## src/hw/rtl/assert_macros.svh

```systemverilog
// assertion helpers, compiled out for synthesis
`ifndef ASSERT_MACROS_SVH
`define ASSERT_MACROS_SVH

`ifndef SYNTHESIS
// same-cycle implication, checked outside reset
`define ASSERT_IMPL(label, clk, rst, ante, cons) \
  label: assert property (@(posedge clk) disable iff (rst) (ante) |-> (cons)) \
    else $error("assertion failed");
// next-cycle implication, checked outside reset
`define ASSERT_NEXT(label, clk, rst, ante, cons) \
  label: assert property (@(posedge clk) disable iff (rst) (ante) |=> (cons)) \
    else $error("assertion failed");
`else
`define ASSERT_IMPL(label, clk, rst, ante, cons)
`define ASSERT_NEXT(label, clk, rst, ante, cons)
`endif

`endif

```

## src/hw/rtl/ptrq_pkg.sv

```systemverilog
package ptrq_pkg;

  localparam int TASKS_DEF       = 16;
  localparam int QUEUE_DEPTH_DEF = 16;
  localparam int LOG_DEPTH_DEF   = 8;

  typedef enum logic [2:0] {
    REQ_TICK       = 3'd0,
    REQ_CREATE     = 3'd1,
    REQ_DELETE     = 3'd2,
    REQ_SET_DELAY  = 3'd3,
    REQ_SET_PERIOD = 3'd4,
    REQ_DISPATCH   = 3'd5,
    REQ_READ_LOG   = 3'd6
  } req_type_t;

  typedef enum logic [2:0] {
    ST_OK       = 3'd0,
    ST_BAD_ID   = 3'd1,
    ST_EXISTS   = 3'd2,
    ST_EMPTY    = 3'd3,
    ST_OVERFLOW = 3'd4
  } status_t;

  typedef enum logic [1:0] {
    ERR_NONE   = 2'd0,
    ERR_BAD_ID = 2'd1,
    ERR_EXISTS = 2'd2
  } err_code_t;

  // one task slot as held in the task table
  typedef struct packed {
    logic        active;
    logic [15:0] delay;
    logic [15:0] period;
  } task_ent_t;

  typedef struct packed {
    logic push;
    logic pop;
  } ring_cmd_t;

  typedef struct packed {
    logic      wr;
    err_code_t code;
    logic [2:0] idx;
  } elog_cmd_t;

endpackage

```

## src/hw/rtl/ptrq_if.sv

```systemverilog
interface ptrq_req_if;
  logic        valid;
  logic        ready;
  logic [2:0]  req_type;
  logic [7:0]  task_id;
  logic [15:0] delay_ticks;
  logic [15:0] period_ticks;
  logic [2:0]  log_index;

  modport source (
    output valid, req_type, task_id, delay_ticks, period_ticks, log_index,
    input  ready
  );
  modport sink (
    input  valid, req_type, task_id, delay_ticks, period_ticks, log_index,
    output ready
  );
endinterface

interface ptrq_rsp_if;
  logic       valid;
  logic       ready;
  logic [2:0] status;
  logic       dispatched_valid;
  logic [3:0] dispatched_id;
  logic [4:0] released_count;
  logic [4:0] ready_count;
  logic       error_flag;
  logic [7:0] error_total;
  logic [1:0] log_code;

  modport source (
    output valid, status, dispatched_valid, dispatched_id, released_count,
           ready_count, error_flag, error_total, log_code,
    input  ready
  );
  modport sink (
    input  valid, status, dispatched_valid, dispatched_id, released_count,
           ready_count, error_flag, error_total, log_code,
    output ready
  );
endinterface

```

## src/hw/rtl/periodic_task_release_queue_top.sv

```systemverilog
// periodic task release queue
// requests come in on the req channel (valid/ready), one result per request
// leaves on the rsp channel (valid/ready); a request is taken only while the
// sequencer is idle, so one request is in flight at a time
// the task table (active, delay, period) lives in a one-port-read ram with a
// valid bit per slot, the ready ring and the error log in rams of their own
// states from accept to result valid:
//   tick               S_TICK, one slot read-modify-written per cycle
//   create .. read log S_OP, one table or log read then the write back
//   dispatch           S_DPOP, S_DWAIT, S_DCHK per ring entry popped, stale ids
//                      included, plus a last S_DPOP when the ring runs dry
// the next request is taken the cycle after its result is loaded into the
// output register, and the result may wait there while the next one runs
// reset clears all valid bits, ring pointers, the log fill and the counters
// at once; no clearing pass is needed
// when the receiver stalls, the finished result waits in the sequencer's
// last state until the output register frees up, and no request is taken
module periodic_task_release_queue_top #(
  parameter int TASKS       = ptrq_pkg::TASKS_DEF,
  parameter int QUEUE_DEPTH = ptrq_pkg::QUEUE_DEPTH_DEF,
  parameter int LOG_DEPTH   = ptrq_pkg::LOG_DEPTH_DEF
) (
  input logic        clk,
  input logic        rst,
  ptrq_req_if.sink   req,
  ptrq_rsp_if.source rsp
);

`include "assert_macros.svh"

  localparam int IDW = (TASKS > 1) ? $clog2(TASKS) : 1;
  localparam int QFW = $clog2(QUEUE_DEPTH + 1);
  localparam int RCW = $clog2(TASKS + 1);
  localparam int TEW = $bits(ptrq_pkg::task_ent_t);

  typedef enum logic [6:0] {
    S_IDLE  = 7'b0000001,
    S_TICK  = 7'b0000010,
    S_OP    = 7'b0000100,
    S_DPOP  = 7'b0001000,
    S_DWAIT = 7'b0010000,
    S_DCHK  = 7'b0100000,
    S_DONE  = 7'b1000000
  } state_t;

  state_t state;
  state_t state_next;

  // captured request
  ptrq_pkg::req_type_t r_type;
  logic [7:0]          r_id;
  logic [15:0]         r_dly;
  logic [15:0]         r_per;
  logic                bad_id;

  // sequencer registers
  logic [IDW-1:0] tick_slot;
  logic [IDW-1:0] tick_slot_next;
  logic [IDW-1:0] cand;
  logic [IDW-1:0] cand_next;

  // result being built
  ptrq_pkg::status_t   res_status;
  ptrq_pkg::status_t   res_status_next;
  logic                res_dvalid;
  logic                res_dvalid_next;
  logic [IDW-1:0]      res_did;
  logic [IDW-1:0]      res_did_next;
  logic [RCW-1:0]      res_rel;
  logic [RCW-1:0]      res_rel_next;
  ptrq_pkg::err_code_t res_lcode;
  ptrq_pkg::err_code_t res_lcode_next;

  // task table
  logic [IDW-1:0]      t_raddr;
  logic                t_we;
  logic [IDW-1:0]      t_waddr;
  ptrq_pkg::task_ent_t t_wdata;
  logic [TEW-1:0]      t_rdata;
  logic [TASKS-1:0]    t_vld;
  logic                t_vld_q;
  ptrq_pkg::task_ent_t t_ent;

  // ready ring
  ptrq_pkg::ring_cmd_t ring_cmd;
  logic [IDW-1:0]      ring_pop_id;
  logic [QFW-1:0]      ring_fill;
  logic                ring_full;
  logic                ring_empty;

  // error log
  ptrq_pkg::elog_cmd_t elog_cmd;
  ptrq_pkg::err_code_t elog_code;
  logic                err_seen;
  logic [7:0]          err_count;

  // output register
  logic       o_valid;
  logic       out_load;
  logic [2:0] o_status;
  logic       o_dvalid;
  logic [3:0] o_did;
  logic [4:0] o_rel;
  logic [4:0] o_fill;
  logic       o_flag;
  logic [7:0] o_total;
  logic [1:0] o_lcode;

  logic [IDW+3:0] did_ext;
  logic [RCW+4:0] rel_ext;
  logic [QFW+4:0] fill_ext;

  assign req.ready = (state == S_IDLE);
  assign bad_id    = (r_id >= 8'(TASKS));

  // ---------------------------------------------------------------------------
  // storage
  // ---------------------------------------------------------------------------

  ptrq_ram #(.WIDTH(TEW), .DEPTH(TASKS)) u_task_mem (
    .clk   (clk),
    .we    (t_we),
    .waddr (t_waddr),
    .wdata (t_wdata),
    .raddr (t_raddr),
    .rdata (t_rdata)
  );

  // a slot never written since reset reads as all zero
  assign t_ent = t_vld_q ? ptrq_pkg::task_ent_t'(t_rdata) : '0;

  always_ff @(posedge clk) begin
    if (rst) begin
      t_vld   <= '0;
      t_vld_q <= 1'b0;
    end else begin
      t_vld_q <= t_vld[t_raddr];
      if (t_we) begin
        t_vld[t_waddr] <= 1'b1;
      end
    end
  end

  ptrq_ring #(.DEPTH(QUEUE_DEPTH), .IDW(IDW)) u_ring (
    .clk     (clk),
    .rst     (rst),
    .cmd     (ring_cmd),
    .push_id (tick_slot),
    .pop_id  (ring_pop_id),
    .fill    (ring_fill),
    .full    (ring_full),
    .empty   (ring_empty)
  );

  ptrq_elog #(.DEPTH(LOG_DEPTH)) u_elog (
    .clk     (clk),
    .rst     (rst),
    .cmd     (elog_cmd),
    .rd_code (elog_code),
    .seen    (err_seen),
    .count   (err_count)
  );

  // ---------------------------------------------------------------------------
  // sequencer
  // the table is read in the cycle before its write back; during a tick the
  // write of slot n and the read of slot n+1 never hit the same entry, and
  // single-slot requests read in the accept cycle and write in the next one
  // ---------------------------------------------------------------------------

  always_comb begin
    state_next      = state;
    tick_slot_next  = tick_slot;
    cand_next       = cand;
    res_status_next = res_status;
    res_dvalid_next = res_dvalid;
    res_did_next    = res_did;
    res_rel_next    = res_rel;
    res_lcode_next  = res_lcode;
    t_raddr         = req.task_id[IDW-1:0];
    t_we            = 1'b0;
    t_waddr         = r_id[IDW-1:0];
    t_wdata         = t_ent;
    ring_cmd        = '0;
    elog_cmd.wr     = 1'b0;
    elog_cmd.code   = ptrq_pkg::ERR_NONE;
    elog_cmd.idx    = req.log_index;

    unique case (state)
      S_IDLE: begin
        if (req.valid) begin
          res_status_next = ptrq_pkg::ST_OK;
          res_dvalid_next = 1'b0;
          res_did_next    = '0;
          res_rel_next    = '0;
          res_lcode_next  = ptrq_pkg::ERR_NONE;
          tick_slot_next  = '0;
          unique case (ptrq_pkg::req_type_t'(req.req_type))
            ptrq_pkg::REQ_TICK: begin
              t_raddr    = '0;
              state_next = S_TICK;
            end
            ptrq_pkg::REQ_DISPATCH: begin
              res_status_next = ptrq_pkg::ST_EMPTY;
              state_next      = S_DPOP;
            end
            default: begin
              state_next = S_OP;
            end
          endcase
        end
      end

      S_TICK: begin
        t_raddr = tick_slot + IDW'(1);
        t_waddr = tick_slot;
        if (t_ent.active) begin
          t_we = 1'b1;
          if (t_ent.delay <= 16'd1) begin
            // due: reload, and release unless the ring is full
            t_wdata.delay = t_ent.period;
            if (!ring_full) begin
              ring_cmd.push = 1'b1;
              res_rel_next  = res_rel + RCW'(1);
            end else begin
              res_status_next = ptrq_pkg::ST_OVERFLOW;
            end
          end else begin
            t_wdata.delay = t_ent.delay - 16'd1;
          end
        end
        if (tick_slot == IDW'(TASKS - 1)) begin
          state_next = S_DONE;
        end else begin
          tick_slot_next = tick_slot + IDW'(1);
        end
      end

      S_OP: begin
        state_next = S_DONE;
        case (r_type)
          ptrq_pkg::REQ_CREATE, ptrq_pkg::REQ_DELETE,
          ptrq_pkg::REQ_SET_DELAY, ptrq_pkg::REQ_SET_PERIOD: begin
            if (bad_id) begin
              elog_cmd.wr     = 1'b1;
              elog_cmd.code   = ptrq_pkg::ERR_BAD_ID;
              res_status_next = ptrq_pkg::ST_BAD_ID;
            end else if (r_type == ptrq_pkg::REQ_CREATE) begin
              if (t_ent.active) begin
                elog_cmd.wr     = 1'b1;
                elog_cmd.code   = ptrq_pkg::ERR_EXISTS;
                res_status_next = ptrq_pkg::ST_EXISTS;
              end else begin
                t_we           = 1'b1;
                t_wdata.active = 1'b1;
                t_wdata.delay  = r_dly;
                t_wdata.period = r_per;
              end
            end else if (r_type == ptrq_pkg::REQ_DELETE) begin
              t_we    = 1'b1;
              t_wdata = '0;
            end else if (r_type == ptrq_pkg::REQ_SET_DELAY) begin
              t_we          = 1'b1;
              t_wdata.delay = r_dly;
            end else begin
              t_we           = 1'b1;
              t_wdata.period = r_per;
            end
          end
          ptrq_pkg::REQ_READ_LOG: begin
            res_lcode_next = elog_code;
          end
          default: begin
          end
        endcase
      end

      S_DPOP: begin
        if (ring_empty) begin
          state_next = S_DONE;
        end else begin
          ring_cmd.pop = 1'b1;
          state_next   = S_DWAIT;
        end
      end

      S_DWAIT: begin
        // popped id is out of the ring ram, look up its slot
        t_raddr    = ring_pop_id;
        cand_next  = ring_pop_id;
        state_next = S_DCHK;
      end

      S_DCHK: begin
        if (t_ent.active) begin
          res_status_next = ptrq_pkg::ST_OK;
          res_dvalid_next = 1'b1;
          res_did_next    = cand;
          state_next      = S_DONE;
        end else begin
          // stale id of a deleted task, keep popping
          state_next = S_DPOP;
        end
      end

      S_DONE: begin
        if (!o_valid || rsp.ready) begin
          state_next = S_IDLE;
        end
      end

      default: begin
        state_next = S_IDLE;
      end
    endcase
  end

  always_ff @(posedge clk) begin
    if (rst) begin
      state <= S_IDLE;
    end else begin
      state <= state_next;
    end
  end

  always_ff @(posedge clk) begin
    tick_slot  <= tick_slot_next;
    cand       <= cand_next;
    res_status <= res_status_next;
    res_dvalid <= res_dvalid_next;
    res_did    <= res_did_next;
    res_rel    <= res_rel_next;
    res_lcode  <= res_lcode_next;
    if (req.valid && req.ready) begin
      r_type <= ptrq_pkg::req_type_t'(req.req_type);
      r_id   <= req.task_id;
      r_dly  <= req.delay_ticks;
      r_per  <= req.period_ticks;
    end
  end

  // ---------------------------------------------------------------------------
  // output register
  // ---------------------------------------------------------------------------

  assign out_load = (state == S_DONE) && (!o_valid || rsp.ready);
  assign did_ext  = {4'b0, res_did};
  assign rel_ext  = {5'b0, res_rel};
  assign fill_ext = {5'b0, ring_fill};

  always_ff @(posedge clk) begin
    if (rst) begin
      o_valid <= 1'b0;
    end else if (out_load) begin
      o_valid <= 1'b1;
    end else if (rsp.ready) begin
      o_valid <= 1'b0;
    end
  end

  always_ff @(posedge clk) begin
    if (out_load) begin
      o_status <= res_status;
      o_dvalid <= res_dvalid;
      o_did    <= did_ext[3:0];
      o_rel    <= rel_ext[4:0];
      o_fill   <= fill_ext[4:0];
      o_flag   <= err_seen;
      o_total  <= err_count;
      o_lcode  <= res_lcode;
    end
  end

  assign rsp.valid            = o_valid;
  assign rsp.status           = o_status;
  assign rsp.dispatched_valid = o_dvalid;
  assign rsp.dispatched_id    = o_did;
  assign rsp.released_count   = o_rel;
  assign rsp.ready_count      = o_fill;
  assign rsp.error_flag       = o_flag;
  assign rsp.error_total      = o_total;
  assign rsp.log_code         = o_lcode;

  // ---------------------------------------------------------------------------
  // checks
  // ---------------------------------------------------------------------------

  `ASSERT_IMPL(a_push_only_in_tick, clk, rst, ring_cmd.push, (state == S_TICK) && !ring_full)
  `ASSERT_NEXT(a_accept_leaves_idle, clk, rst, req.valid && req.ready, state != S_IDLE)
  `ASSERT_IMPL(a_fill_bound, clk, rst, 1'b1, ring_fill <= QFW'(QUEUE_DEPTH))
  `ASSERT_IMPL(a_dispatch_ok, clk, rst, o_valid && o_dvalid, o_status == 3'(ptrq_pkg::ST_OK))

endmodule

```

## src/hw/rtl/ptrq_ram.sv

```systemverilog
module ptrq_ram #(
  parameter int WIDTH = 8,
  parameter int DEPTH = 16,
  localparam int AW = (DEPTH > 1) ? $clog2(DEPTH) : 1
) (
  input  logic             clk,
  input  logic             we,
  input  logic [AW-1:0]    waddr,
  input  logic [WIDTH-1:0] wdata,
  input  logic [AW-1:0]    raddr,
  output logic [WIDTH-1:0] rdata
);

  logic [WIDTH-1:0] mem [DEPTH];

  always_ff @(posedge clk) begin
    if (we) begin
      mem[waddr] <= wdata;
    end
    rdata <= mem[raddr];
  end

endmodule

```

## src/hw/rtl/ptrq_ring.sv

```systemverilog
module ptrq_ring #(
  parameter int DEPTH = ptrq_pkg::QUEUE_DEPTH_DEF,
  parameter int IDW = 4,
  localparam int FW = $clog2(DEPTH + 1)
) (
  input  logic                clk,
  input  logic                rst,
  input  ptrq_pkg::ring_cmd_t cmd,
  input  logic [IDW-1:0]      push_id,
  output logic [IDW-1:0]      pop_id,
  output logic [FW-1:0]       fill,
  output logic                full,
  output logic                empty
);

  localparam int PW = (DEPTH > 1) ? $clog2(DEPTH) : 1;

  logic [PW-1:0] head;
  logic [PW-1:0] tail;
  logic [FW-1:0] fill_next;

  // pop data shows up in the cycle after the pop
  ptrq_ram #(.WIDTH(IDW), .DEPTH(DEPTH)) u_ring_mem (
    .clk   (clk),
    .we    (cmd.push),
    .waddr (head),
    .wdata (push_id),
    .raddr (tail),
    .rdata (pop_id)
  );

  assign full  = (fill == FW'(DEPTH));
  assign empty = (fill == '0);

  always_comb begin
    case ({cmd.push, cmd.pop})
      2'b10:   fill_next = fill + FW'(1);
      2'b01:   fill_next = fill - FW'(1);
      default: fill_next = fill;
    endcase
  end

  always_ff @(posedge clk) begin
    if (rst) begin
      head <= '0;
      tail <= '0;
      fill <= '0;
    end else begin
      fill <= fill_next;
      if (cmd.push) begin
        head <= (head == PW'(DEPTH - 1)) ? '0 : head + PW'(1);
      end
      if (cmd.pop) begin
        tail <= (tail == PW'(DEPTH - 1)) ? '0 : tail + PW'(1);
      end
    end
  end

endmodule

```

## src/hw/rtl/ptrq_elog.sv

```systemverilog
module ptrq_elog #(
  parameter int DEPTH = ptrq_pkg::LOG_DEPTH_DEF
) (
  input  logic                clk,
  input  logic                rst,
  input  ptrq_pkg::elog_cmd_t cmd,
  output ptrq_pkg::err_code_t rd_code,
  output logic                seen,
  output logic [7:0]          count
);

  localparam int PW = (DEPTH > 1) ? $clog2(DEPTH) : 1;
  localparam int UW = $clog2(DEPTH + 1);

  // circular store: logical entry 0 sits at start once the log is full
  logic [PW-1:0]   start;
  logic [UW-1:0]   used;
  logic [PW-1:0]   waddr;
  logic [PW+3:0]   rsum;
  logic [PW-1:0]   raddr;
  logic            hit;
  logic            hit_q;
  logic [1:0]      rdata;
  logic            full;

  assign full  = (used == UW'(DEPTH));
  assign waddr = full ? start : used[PW-1:0];

  // wrap of start + index, only needed for indexes below the fill level
  assign rsum  = {4'b0, start} + {{PW{1'b0}}, 1'b0, cmd.idx};
  assign raddr = (rsum >= (PW + 4)'(DEPTH)) ? PW'(rsum - (PW + 4)'(DEPTH)) : rsum[PW-1:0];
  assign hit   = ({3'b0, used} > {{UW{1'b0}}, cmd.idx});

  ptrq_ram #(.WIDTH(2), .DEPTH(DEPTH)) u_log_mem (
    .clk   (clk),
    .we    (cmd.wr),
    .waddr (waddr),
    .wdata (cmd.code),
    .raddr (raddr),
    .rdata (rdata)
  );

  assign rd_code = hit_q ? ptrq_pkg::err_code_t'(rdata) : ptrq_pkg::ERR_NONE;

  always_ff @(posedge clk) begin
    if (rst) begin
      start <= '0;
      used  <= '0;
      seen  <= 1'b0;
      count <= '0;
      hit_q <= 1'b0;
    end else begin
      hit_q <= hit;
      if (cmd.wr) begin
        seen <= 1'b1;
        if (count != 8'hff) begin
          count <= count + 8'd1;
        end
        if (full) begin
          start <= (start == PW'(DEPTH - 1)) ? '0 : start + PW'(1);
        end else begin
          used <= used + UW'(1);
        end
      end
    end
  end

endmodule

```

## src/flat_wrapper.sv

```systemverilog
// flat-port wrapper written by rule: the top's interface ports become plain ports
module periodic_task_release_queue_top_flat 
#(
  parameter int TASKS       = ptrq_pkg::TASKS_DEF,
  parameter int QUEUE_DEPTH = ptrq_pkg::QUEUE_DEPTH_DEF,
  parameter int LOG_DEPTH   = ptrq_pkg::LOG_DEPTH_DEF
)
  (clk, rst, req_valid, req_req_type, req_task_id, req_delay_ticks, req_period_ticks, req_log_index, req_ready, rsp_valid, rsp_status, rsp_dispatched_valid, rsp_dispatched_id, rsp_released_count, rsp_ready_count, rsp_error_flag, rsp_error_total, rsp_log_code, rsp_ready);
  ptrq_req_if req_i ();
  ptrq_rsp_if rsp_i ();
  input logic clk;
  input logic rst;
  input wire logic [$bits(req_i.valid)-1:0] req_valid;
  input wire logic [$bits(req_i.req_type)-1:0] req_req_type;
  input wire logic [$bits(req_i.task_id)-1:0] req_task_id;
  input wire logic [$bits(req_i.delay_ticks)-1:0] req_delay_ticks;
  input wire logic [$bits(req_i.period_ticks)-1:0] req_period_ticks;
  input wire logic [$bits(req_i.log_index)-1:0] req_log_index;
  output wire logic [$bits(req_i.ready)-1:0] req_ready;
  output wire logic [$bits(rsp_i.valid)-1:0] rsp_valid;
  output wire logic [$bits(rsp_i.status)-1:0] rsp_status;
  output wire logic [$bits(rsp_i.dispatched_valid)-1:0] rsp_dispatched_valid;
  output wire logic [$bits(rsp_i.dispatched_id)-1:0] rsp_dispatched_id;
  output wire logic [$bits(rsp_i.released_count)-1:0] rsp_released_count;
  output wire logic [$bits(rsp_i.ready_count)-1:0] rsp_ready_count;
  output wire logic [$bits(rsp_i.error_flag)-1:0] rsp_error_flag;
  output wire logic [$bits(rsp_i.error_total)-1:0] rsp_error_total;
  output wire logic [$bits(rsp_i.log_code)-1:0] rsp_log_code;
  input wire logic [$bits(rsp_i.ready)-1:0] rsp_ready;
  assign req_i.valid = req_valid;
  assign req_i.req_type = req_req_type;
  assign req_i.task_id = req_task_id;
  assign req_i.delay_ticks = req_delay_ticks;
  assign req_i.period_ticks = req_period_ticks;
  assign req_i.log_index = req_log_index;
  assign req_ready = req_i.ready;
  assign rsp_valid = rsp_i.valid;
  assign rsp_status = rsp_i.status;
  assign rsp_dispatched_valid = rsp_i.dispatched_valid;
  assign rsp_dispatched_id = rsp_i.dispatched_id;
  assign rsp_released_count = rsp_i.released_count;
  assign rsp_ready_count = rsp_i.ready_count;
  assign rsp_error_flag = rsp_i.error_flag;
  assign rsp_error_total = rsp_i.error_total;
  assign rsp_log_code = rsp_i.log_code;
  assign rsp_i.ready = rsp_ready;
  periodic_task_release_queue_top #(.TASKS(TASKS), .QUEUE_DEPTH(QUEUE_DEPTH), .LOG_DEPTH(LOG_DEPTH)) u_core (.clk(clk), .rst(rst), .req(req_i), .rsp(rsp_i));
endmodule
```

## config.mk

```make
export PLATFORM = sky130hd
export DESIGN_NAME = periodic_task_release_queue_top_flat
export DESIGN_NICKNAME = d
export VERILOG_FILES = /design/src/hw/rtl/ptrq_pkg.sv /design/src/hw/rtl/ptrq_if.sv /design/src/hw/rtl/periodic_task_release_queue_top.sv /design/src/hw/rtl/ptrq_ram.sv /design/src/hw/rtl/ptrq_ring.sv /design/src/hw/rtl/ptrq_elog.sv /design/src/flat_wrapper.sv
export VERILOG_INCLUDE_DIRS = /design/src /design/src/hw/rtl
export SDC_FILE = /design/constraint.sdc
export NUM_CORES = 1
export LEC_CHECK = 0
export BUFFER_PORTS_ARGS = -buffer_cell sky130_fd_sc_hd__buf_4
export CAP_MARGIN = 20
export CORE_MARGIN = 2
export CORE_UTILIZATION = 30
export CTS_BUF_LIST = sky130_fd_sc_hd__clkbuf_8
export DETAILED_ROUTE_END_ITERATION = 10
export PLACE_DENSITY = 0.42
export SYNTH_ARGS = -nofsm -noshare
export SYNTH_HDL_FRONTEND = slang
export SYNTH_SLANG_ARGS = --single-unit
```

## constraint.sdc

```tcl
create_clock -name clk -period 3.52 [get_ports clk]
set_input_delay 0.528 -clock clk [delete_from_list [all_inputs] [get_ports clk]]
set_output_delay 0.528 -clock clk [all_outputs]
set_load 0.05 [all_outputs]
```

==> metrics <==
top cell type by total area after synthesis=edfxtp_1; Post-Syn Nets=2322; clk root buf=clkbuf_8; Syn Area/Cell=14.56 um^2; VDD IR max=266.7 uV; grt ovf=0; Reg2Reg Depth=13; via count=21348; port buffer count=80; Final Util=0.3631; Pleak=0.01322 uW; Die Wd=334.3 um; Synth async-reset ratio=0; fin crit share=0.9474; global-route wire length before repair=149.0 mm; most frequent cells in the layout=edfxtp_1 (703), nand2_1 (207), buf_4 (200); post-route cell area=39420 um^2; Ys Warns=0; core area=108600 um^2; final net count=2584; post-synthesis sequential area ratio=0.7024; clock sinks=797; CP Launch Type=flop; initial antenna violation count=3; final number of hold-violating endpoints=0; setup repair after global routing missed its margin=false; DRT iter0 DRCs=1735; die area=111800 um^2; drc violations=0; Synth area leaders=edfxtp_1 (64%), dfxtp_1 (5.7%), o31a_1 (3.6%); Reg clk slew, reported paths=0.06 ns; Min Clock Period, post-route=3.335 ns; CP required=4.25 ns; floorplan die height=334.3 um; ANT nets after route=0; drt total wl=103.5 mm; fraction of layout cells with a size suffix above 1=0.1915; Total Routing Usage GR=0.1830; commonest non-fill, non-tap cell in the layout=edfxtp_1; drt pass-1 iters=5; Rows=121; Worst Path Max Fanout=3; Relative slew margins=0.2806; clk_lat worst skew=0.80 ns; Cell Area, Placed=36310 um^2; Via density=5.283; WHS Path Cells=3; GP Congestion=0.8785; H-tree depth=4; Worst Hold Class=in2reg; status=complete, no violations; max_cap viols=0; Initial Util=0.3016; power per cell area=563.6 nW/um^2; Finish-stage setup viols=0; Layout area overhead=20.41%; vias in the first global route=21411; Post-synth EDFFs=703; area share of the largest cell type after synthesis=0.6449; count of pins over their slew limit=0; Layout Skew=0.03527 ns; largest net degree at the start of global routing=72; IO Count=81; CTS Buffer Depth=3; Gate Count Post-Synth=2249; flops & latches, synth=797; Place WS=0.05793 ns; Num CTS Buffers=141; WS Path Type=reg2reg; Final HPWL DP=61.54 mm; final setup margin=0.1853 ns; synthesized area=32740 um^2; Avg WL per Cell=25.60 um; Worst Tran Pin Value=1.074 ns; CTS tree=yes; final hold slack=0.1539 ns; Synth Flop Type=edfxtp_1; Crit. End Element=flop; Critical Path AT=4.06 ns; Max Freq=0.2999 GHz; synth unique cells=84
[power by group]
part | switching [uW] | leakage [uW] | internal, uW
combinational | 2000 | 0.00444 | 1060
sequential | 353 | 0.00725 | 10800
clock | 3880 | 0.00153 | 4110
total | 6240 | 0.0132 | 16000
[logic make-up after synthesis]
logic type / after synthesis / synth area share
flops: 797 / 0.7024
mux: 106 / 0.04185
simple gates: 497 / 0.07579
fa+ha+maj: 23 / 0.009020
buf+inv: 180 / 0.02247
xor+xnor: 29 / 0.007759
compound gates: 617 / 0.1407
[routing by layer]
layer | share of wire | global-route usage | vias up
met4 | 0.029 | 0.06249 | 0
met3 | 0.068 | 0.04836 | 184
met5 | 0 | 0 | -
li1 | - | - | 9520
met2 | 0.45 | 0.2797 | 737
met1 | 0.46 | 0.2510 | 10907
[cells in the mapped netlist (all sizes together) (6+ instances only)]
cell type and instances:
edfxtp 703, nand2 207, a211oi 139, o31a 134, clkbuf 119, nor2 117
o21ai 99, dfxtp 94, mux2i 75, a32oi 71, a21oi 62, buf 42
and4 34, mux4 24, ha 22, nor3 21, xor2 21, inv 19
nand3 19, a22o 17, and3 12, a31oi 11, nand4 11, nor4 10
nand2b 9, nor2b 9, nor3b 9, a22oi 8, and2 8, or3 8
xnor2 8, a21o 7, mux2 7, o21a 7, o21ba 6, o22ai 6
o31ai 6
[worst paths after layout]
kind,start,endpoint,slack (ns)
worst max-delay path,u_core.u_task_mem.rdata[22],u_core.u_ring.fill[4],0.19
worst min-delay path,rsp_ready,u_core.rsp.valid,0.15
worst max register to register,u_core.u_task_mem.rdata[22],u_core.u_ring.fill[4],0.19
worst min register to register,u_core.res_did[0],u_core.rsp.dispatched_id[0],0.42
[per-stage QoR]
step	std cells	setup TNS (ns)	total power, uW
after floorplan	2249	0	12840
after global placement	3735	-0.003917	14310
after detailed placement	3736	0	14330
after CTS	4037	0	22460
after global routing	4041	0	23150
final	4041	0	22220
[worst max-delay path: stages (launching register included)]
cell and delay (ns):
dfxtp_1 0.35, o41ai_4 0.43, o2111ai_4 0.24, nor4_4 0.43
inv_2 0.10, ha_1 0.23, xor2_1 0.15, ha_1 0.22
o21a_1 0.18, o22a_1 0.19, a21oi_1 0.17, xor2_1 0.09
or3_1 0.33, a21oi_2 0.14
[registers in the layout, indices dropped and copies added, names as in the netlist, 5 cells and up]
name / count
u_core.u_elog.count: 8
u_core.rsp.ready_count: 5
u_core.u_task_mem.mem: 528
u_core.t_vld: 16
u_core.r_id: 8
u_core.u_ring.u_ring_mem.mem: 64
u_core.rsp.released_count: 5
u_core.rsp.error_total: 8
u_core.u_elog.u_log_mem.mem: 16
u_core.r_dly: 16
u_core.u_ring.fill: 5
u_core.u_task_mem.rdata: 33
u_core.r_per: 16
u_core.state: 7
u_core.res_rel: 5
[final cells by class]
type / count / area, um^2
Fill cell: 10363 / 69130
Sequential cell: 797 / 22990
Tap cell: 1414 / 1769
Inverter: 19 / 71.32
Clock buffer: 154 / 2120
Timing Repair Buffer: 280 / 2668
Multi-Input combinational cell: 1272 / 9299
Clock inverter: 104 / 495.5
Antenna cell: 1 / 2.502
[what timing repair did]
| item | CTS | global route |
|---|---|---|
| endpoints found under the setup margin | 0 | 36 |
| buffers inserted | 0 | 0 |
| hold buffers | 43 | 0 |
| endpoints found under the hold margin | 43 | 0 |
| gates resized for setup | 0 | 6 |
Note: power is estimated with default switching activity, not from simulation.
